$ cat config.mk
export PLATFORM = sky130hd
export DESIGN_NAME = task_runtime_usage_monitor_unit
export DESIGN_NICKNAME = d
export VERILOG_FILES = /design/src/rtl/trum_pkg.sv /design/src/rtl/task_runtime_usage_monitor_unit.sv
export SDC_FILE = /design/constraint.sdc
export NUM_CORES = 2
export LEC_CHECK = 0
export ABC_AREA = 1
export BUFFER_PORTS_ARGS = -buffer_cell sky130_fd_sc_hd__buf_2
export CORE_UTILIZATION = 57
export DETAILED_ROUTE_END_ITERATION = 8
export PLACE_DENSITY = 0.76
export SKIP_LAST_GASP = 1
export SLEW_MARGIN = 0
export SYNTH_ARGS = -nofsm -noshare
export SYNTH_HDL_FRONTEND = slang
export SYNTH_SLANG_ARGS = --single-unit
$ cat constraint.sdc
create_clock -name clk_i -period 5.3 [get_ports clk_i]
set_input_delay 0.795 -clock clk_i [delete_from_list [all_inputs] [get_ports clk_i]]
set_output_delay 0.795 -clock clk_i [all_outputs]
set_load 0.01 [all_outputs]
$ cat src/rtl/trum_pkg.sv
// ----------------------------------------------------------------------------
// trum_pkg
// Types and constants shared by the task runtime usage monitor.
// ----------------------------------------------------------------------------
`default_nettype none

package trum_pkg;

  localparam int unsigned CNT_W   = 32;
  localparam int unsigned SLOT_W  = 5;
  localparam int unsigned USAGE_W = 14;

  typedef logic [CNT_W-1:0]   cnt_t;
  typedef logic [SLOT_W-1:0]  slot_t;
  typedef logic [USAGE_W-1:0] usage_t;

  // request kinds
  localparam logic REQ_SNAPSHOT = 1'b0;
  localparam logic REQ_TASK     = 1'b1;

  // full scale, hundredths of a percent
  localparam usage_t USAGE_FULL = usage_t'(10000);

  // quotient bits produced by the serial divider
  localparam int unsigned QUO_STEPS = USAGE_W;

endpackage

`default_nettype wire

$ cat src/rtl/task_runtime_usage_monitor_unit.sv
// ----------------------------------------------------------------------------
// task_runtime_usage_monitor_unit
// Per-task runtime share in hundredths of a percent, from runtime snapshots.
// ----------------------------------------------------------------------------
// A snapshot request is handled in the idle state and never raises busy. A
// task sample raises busy for the slot search, which runs up to the first
// matching handle (through all TASK_SLOTS entries when none matches), and
// for the steps below; a saturated sample skips the divider.
// The slot search reads the history memory one entry per cycle, then
// S_CHANGE forms the change, S_MULT multiplies it by 10000 and a restoring
// divider produces the quotient one bit per cycle. The result strobe
// comes in the cycle after the last step; busy is already low then, so the
// next request can be taken in that cycle. The receiver cannot stall.
`default_nettype none

module task_runtime_usage_monitor_unit #(
  parameter int unsigned TASK_SLOTS = 32
) (
  input  logic              clk_i,
  input  logic              rst_ni,
  input  logic              start,
  output logic              busy,
  input  logic              req_type_i,
  input  trum_pkg::cnt_t    counter_value_i,
  input  trum_pkg::cnt_t    task_handle_i,
  input  trum_pkg::slot_t   slot_i,
  output logic              result_valid_o,
  output trum_pkg::slot_t   out_slot_o,
  output trum_pkg::usage_t  usage_hundredths_o,
  output logic              saturated_o
);

  import trum_pkg::*;

  localparam int unsigned AW   = (TASK_SLOTS > 1) ? $clog2(TASK_SLOTS) : 1;
  localparam int unsigned XW   = 9;
  localparam int unsigned PW   = CNT_W + USAGE_W;
  localparam int unsigned STW  = $clog2(QUO_STEPS);
  localparam logic [AW-1:0]  LAST_IDX  = AW'(TASK_SLOTS - 1);
  localparam logic [STW-1:0] LAST_STEP = STW'(QUO_STEPS - 1);
  localparam logic [XW-1:0]  SLOTS_X   = XW'(TASK_SLOTS);

  typedef enum logic [2:0] {
    S_IDLE,
    S_SEARCH,
    S_CHANGE,
    S_MULT,
    S_DIV
  } state_e;

  state_e              state_q;
  cnt_t                handle_q, cnt_q, prev_q, change_q, rem_q;
  slot_t               slot_q;
  logic [AW-1:0]       idx_q;
  logic                pend_q, pend_last_q;
  logic [USAGE_W-1:0]  lo_q, quo_q;
  logic [STW-1:0]      step_q;
  cnt_t                prior_total_q, total_delta_q;
  logic                snap_ok_q;
  logic                result_valid_q, sat_q;
  usage_t              usage_q;
  slot_t               out_slot_q;
  logic [TASK_SLOTS-1:0] valid_q;

  logic [2*CNT_W-1:0]  mem_q [TASK_SLOTS];
  logic [2*CNT_W-1:0]  rd_q;
  logic                rd_vld_q;

  logic                accept;
  cnt_t                snap_delta;
  cnt_t                rd_handle, rd_runtime;
  logic                hit;
  logic [PW-1:0]       prod;
  logic [CNT_W:0]      trial, trial_sub;
  logic                ge;
  logic [XW-1:0]       slot_x;
  logic                in_range;
  logic                over;
  logic                finish;
  logic                wr_en;

  assign accept     = start && !busy;
  assign snap_delta = counter_value_i - prior_total_q;
  assign rd_handle  = rd_vld_q ? rd_q[2*CNT_W-1:CNT_W] : '0;
  assign rd_runtime = rd_vld_q ? rd_q[CNT_W-1:0] : '0;
  assign hit        = pend_q && (rd_handle == handle_q);
  assign prod       = PW'(change_q) * PW'(USAGE_FULL);
  assign trial      = {rem_q, lo_q[USAGE_W-1]};
  assign trial_sub  = trial - {1'b0, total_delta_q};
  assign ge         = trial >= {1'b0, total_delta_q};
  assign slot_x     = {{(XW-SLOT_W){1'b0}}, slot_q};
  assign in_range   = slot_x < SLOTS_X;
  assign over       = change_q > total_delta_q;
  assign finish     = ((state_q == S_DIV) && (step_q == LAST_STEP)) ||
                      ((state_q == S_MULT) && over);
  assign wr_en      = finish && in_range;

  always_ff @(posedge clk_i or negedge rst_ni) begin
    if (!rst_ni) begin
      state_q        <= S_IDLE;
      handle_q       <= '0;
      cnt_q          <= '0;
      prev_q         <= '0;
      change_q       <= '0;
      rem_q          <= '0;
      slot_q         <= '0;
      idx_q          <= '0;
      pend_q         <= 1'b0;
      pend_last_q    <= 1'b0;
      lo_q           <= '0;
      quo_q          <= '0;
      step_q         <= '0;
      prior_total_q  <= '0;
      total_delta_q  <= '0;
      snap_ok_q      <= 1'b0;
      result_valid_q <= 1'b0;
      sat_q          <= 1'b0;
      usage_q        <= '0;
      out_slot_q     <= '0;
      valid_q        <= '0;
    end else begin
      result_valid_q <= 1'b0;
      unique case (state_q)
        S_IDLE: begin
          if (accept) begin
            if (req_type_i == REQ_SNAPSHOT) begin
              if ((counter_value_i == '0) || (snap_delta == '0)) begin
                snap_ok_q <= 1'b0;
              end else begin
                snap_ok_q     <= 1'b1;
                total_delta_q <= snap_delta;
                prior_total_q <= counter_value_i;
              end
            end else if (snap_ok_q && (total_delta_q != '0)) begin
              handle_q    <= task_handle_i;
              cnt_q       <= counter_value_i;
              slot_q      <= slot_i;
              idx_q       <= '0;
              pend_q      <= 1'b0;
              pend_last_q <= 1'b0;
              state_q     <= S_SEARCH;
            end
          end
        end
        S_SEARCH: begin
          if (hit) begin
            prev_q  <= rd_runtime;
            state_q <= S_CHANGE;
          end else if (pend_q && pend_last_q) begin
            prev_q  <= '0;
            state_q <= S_CHANGE;
          end else begin
            pend_q      <= 1'b1;
            pend_last_q <= (idx_q == LAST_IDX);
            if (idx_q != LAST_IDX) begin
              idx_q <= idx_q + 1'b1;
            end
          end
        end
        S_CHANGE: begin
          change_q <= cnt_q - prev_q;
          state_q  <= S_MULT;
        end
        S_MULT: begin
          if (over) begin
            usage_q        <= USAGE_FULL;
            sat_q          <= 1'b1;
            out_slot_q     <= slot_q;
            result_valid_q <= 1'b1;
            state_q        <= S_IDLE;
          end else begin
            rem_q   <= prod[PW-1:USAGE_W];
            lo_q    <= prod[USAGE_W-1:0];
            quo_q   <= '0;
            step_q  <= '0;
            state_q <= S_DIV;
          end
        end
        S_DIV: begin
          rem_q  <= ge ? trial_sub[CNT_W-1:0] : trial[CNT_W-1:0];
          lo_q   <= {lo_q[USAGE_W-2:0], 1'b0};
          quo_q  <= {quo_q[USAGE_W-2:0], ge};
          step_q <= step_q + 1'b1;
          if (step_q == LAST_STEP) begin
            usage_q        <= {quo_q[USAGE_W-2:0], ge};
            sat_q          <= 1'b0;
            out_slot_q     <= slot_q;
            result_valid_q <= 1'b1;
            state_q        <= S_IDLE;
          end
        end
        default: begin
          state_q <= S_IDLE;
        end
      endcase
      if (wr_en) begin
        valid_q[slot_x[AW-1:0]] <= 1'b1;
      end
    end
  end

  // history memory: handle in the upper half, runtime in the lower half
  always_ff @(posedge clk_i) begin
    if (wr_en) begin
      mem_q[slot_x[AW-1:0]] <= {handle_q, cnt_q};
    end
    rd_q <= mem_q[idx_q];
  end

  always_ff @(posedge clk_i or negedge rst_ni) begin
    if (!rst_ni) begin
      rd_vld_q <= 1'b0;
    end else begin
      rd_vld_q <= valid_q[idx_q];
    end
  end

  assign busy               = (state_q != S_IDLE);
  assign result_valid_o     = result_valid_q;
  assign out_slot_o         = out_slot_q;
  assign usage_hundredths_o = usage_q;
  assign saturated_o        = sat_q;

  a_usage_range: assert property (@(posedge clk_i) disable iff (!rst_ni)
    result_valid_o |-> (usage_hundredths_o <= USAGE_FULL))
    else $error("usage above full scale");

  a_sat_full: assert property (@(posedge clk_i) disable iff (!rst_ni)
    (result_valid_o && saturated_o) |-> (usage_hundredths_o == USAGE_FULL))
    else $error("saturated result not at full scale");

  a_no_strobe_after_accept: assert property (@(posedge clk_i) disable iff (!rst_ni)
    (start && !busy) |=> !result_valid_o)
    else $error("result strobe right after an accepted request");

  a_delta_nonzero: assert property (@(posedge clk_i) disable iff (!rst_ni)
    snap_ok_q |-> (total_delta_q != '0))
    else $error("armed snapshot with zero delta");

  a_idle_at_result: assert property (@(posedge clk_i) disable iff (!rst_ni)
    result_valid_o |-> !busy)
    else $error("busy while result is shown");

endmodule

`default_nettype wire
==> flow_summary_export.csv <==
group,metric,value,unit
timing,fin_crit_sh,0.909,
power,seqPwrFrac,0.343,
timing,finalSetupViolCount,0,
floorplan,die_h,435,um
timing,hold_viol_final,0,
critical_path,crit_required,6070,ps
grt,grt_pass1_vias,75225,
place,hpwlAfterDp,186,mm
synthesis,ys_ff_latch,2433,
floorplan,core_area,186000,um2
grt,track_usage,0.331,
power,powerDensity,637,nW/um2
finish,fill_cells,13561,
detailed_routing,vias,77284,
flow_run,cap_violations,0,
critical_path,endpoint_kind,"register",
critical_path,setup.worst_path.class,"register to register",
synthesis,synth.distinct_cells,53,
cts,clk_root_buffer_cell,"clkbuf_16",
grt,grt_max_degree,215,
place,placed_area,112000,um2
critical_path,critPathArrivalTime,5580,ps
detailed_routing,ant_nets,0,
floorplan,initial_utilization,0.576,
synthesis,async_flop_share,0.132,
synthesis,avgSynthCellArea,11.3,um2
place,portBuffers,94,
cts,cts_setup_buffers,0,
cts,cts_num_sinks,2433,
timing,slew_violations,0,
grt,grt-ovfl-total,0,
floorplan,ios,95,
finish,multi_input_area,32000,um2
floorplan,die_area,190000,um2
power,peakVddDrop,737,uV
critical_path,r2r_start,"change_q[9]",
power,power.share.switching,0.419,
detailed_routing,drcViolationCount,0,
timing,fin_crit,4820,ps
finish,drive_above_1_share,0.0821,
power,p_switching,31.8,mW
critical_path,ff2ff_setup_slack,480,ps
synthesis,synth-edff-count,2048,
timing,max_freq,208,MHz
cts,post_cts_resized,0,
cts,path_clk_slew,60,ps
cts,clk_latency,900,ps
finish,syn2layout_area_growth,11.4,%
finish,final_cell_area,119000,um2
timing,finalClockSkew,35.2,ps
detailed_routing,first_pass_iters,6,
critical_path,worstReg2RegEnd,"rem_q[19]",
min_path,whs_endpoint,"handle_q[27]",
min_path,hold_path.startpoint,"task_handle_i[27]",
min_path,hold_path.class,"input port to register",
power,p_clk_frac,0.216,
floorplan,fp.dieW,435,um
timing,tns,0,ps
synthesis,syn_nets,9868,
critical_path,cp_max_fo,4,
synthesis,netlist_instances,9461,
run_status,status,"completed",
finish,final_common_cell,"edfxtp_1",
timing,tightestPinTransition,1310,ps
timing,relSlewSlack,0.125,
floorplan,rows,158,
finish,layout_common_cells,"edfxtp_1 (2048), nor2_1 (1324), o21ai_0 (1223)",
power,comb_power_share,0.441,
power,p_leak,43.9,nW
min_path,hold_depth,2,
synthesis,ys.flop_type,"edfxtp_1",
grt,grt_antenna_before_repair,5,
critical_path,reg2regPathDepth,21,
synthesis,yosysSeqAreaShare,0.661,
timing,rsz0062_at_grt,"false",
synthesis,ys_warn_count,0,
grt,grt_pass1_wl,470,mm
power,p_int,44.2,mW
finish,ff_latch_area,70800,um2
cts,ctsHtreeMaxLevel,4,
cts,tritoncts,"yes",
power,p_total,76.0,mW
detailed_routing,viasPerCell,6.34,
cts,numCtsBuffers,229,
detailed_routing,drt_wl_total,318,mm
detailed_routing,drt-wirelength-per-cell,26.1,um
critical_path,worst_setup_path_start_kind,"register",
timing,hold_slack,141,ps
place,gp_congestion,0.938,
cts,clock_path_buffers,3,
detailed_routing,drt_iter0_drc,10567,
synthesis,synth_area,107000,um2
finish,final_nets,9909,
metrics by stage:
stage	setup slack, ps	util	cells
after floorplan	140	-	9461
after global placement	470	0.601	11750
after detailed placement	464	0.601	11750
after CTS	476	0.641	12181
after global routing	175	0.641	12184
final	485	0.641	12184
final cells by class:
| class | count | share of cell area |
|---|---|---|
| flip-flops and latches | 2433 | 0.594 |
| multi-input cells | 5859 | 0.268 |
| clock buffers | 309 | 0.0527 |
| repair buffers | 336 | 0.0283 |
| well taps | 2480 | 0.0260 |
| inverters | 643 | 0.0205 |
| clock inverters | 121 | 0.0103 |
| diodes | 3 | 0.0000629 |
power groups by stage:
stage                     clock network, mW  registers, mW  logic [mW]
after floorplan                           0           26.2        22.4
after global placement                    0           26.3        32.6
after detailed placement                  0           26.4        33.0
after CTS                              16.5           26.0        33.3
after global routing                   17.2           26.2        37.5
final                                  16.4           26.1        33.5
registers in the layout, summed over array words and instances (netlist names), 3 cells and up:
register            cells
rem_q                  32
prev_q                 32
lo_q                   10
quo_q                  13
rd_q                   64
idx_q                   5
slot_q                  5
handle_q               32
cnt_q                  32
state_q                 3
total_delta_q          32
valid_q                32
usage_hundredths_o     14
out_slot_o              5
mem_q                2048
change_q               32
prior_total_q          32
step_q                  4
logic make-up after synthesis:
group / share of synthesized area
AO/OA/AOI/OAI: 0.120
XOR/XNOR: 0.00597
adder cells (fa/ha/maj): 0.0451
buffers and inverters: 0.0426
flip-flops: 0.661
multiplexers: 0.00504
AND/OR/NAND/NOR: 0.120
cell usage after synthesis, drive strengths merged, types with 64 or more instances:
cell type,n,area (um2)
nand2,1119,4230
o221ai,187,1640
nor2,1359,5100
nor3,77,390
buf,97,542
ha,248,3100
o22ai,325,2030
o21ai,1255,6280
a31oi,136,851
edfxtp,2048,61500
clkbuf,429,1610
a21oi,261,1310
fa,86,1720
dfrtp,321,8030
dfxtp,64,1280
inv,641,2410
nand3,469,2350
critical path, stage by stage, from the launching register on:
cell and delay [ps]:
dfrtp_1 420, inv_1 190, fa_1 560, inv_1 40, ha_1 280, fa_1 430
ha_1 280, inv_1 40, fa_1 470, inv_1 40, ha_1 370, nand2_1 120
nor2_1 190, nand2_1 80, nor2_1 170, nor2_1 90, o21ai_0 410, nand3_1 170
nand3_1 110, nand3_1 80, nand3_1 120, nand2_1 60
per-layer routing:
metal,up-vias,track usage,share of wire
li1,33934,-,-
met1,37425,0.426,0.36
met2,4922,0.537,0.48
met3,1001,0.0504,0.10
met4,2,0.191,0.063
met5,-,0,0.000054
repair_timing:
action | 4_1_cts | 5_1_grt
endpoints found under the hold margin | 65 | 0
endpoints found under the setup margin | 0 | 0
hold buffers | 1 | 0
how the worst max path moves through the flow:
stage	startpoint	to	slack (ps)	cells past startpoint
after global routing	change_q[9]	rem_q[27]	180	21
after detailed placement	change_q[9]	rem_q[26]	460	21
after CTS	change_q[9]	rem_q[26]	480	21
after global placement	change_q[9]	rem_q[26]	470	21
final	change_q[9]	rem_q[19]	480	21
after floorplan	change_q[29]	mem_q[0][0]	140	12
No activity file was read; power rests on OpenSTA's default activity.
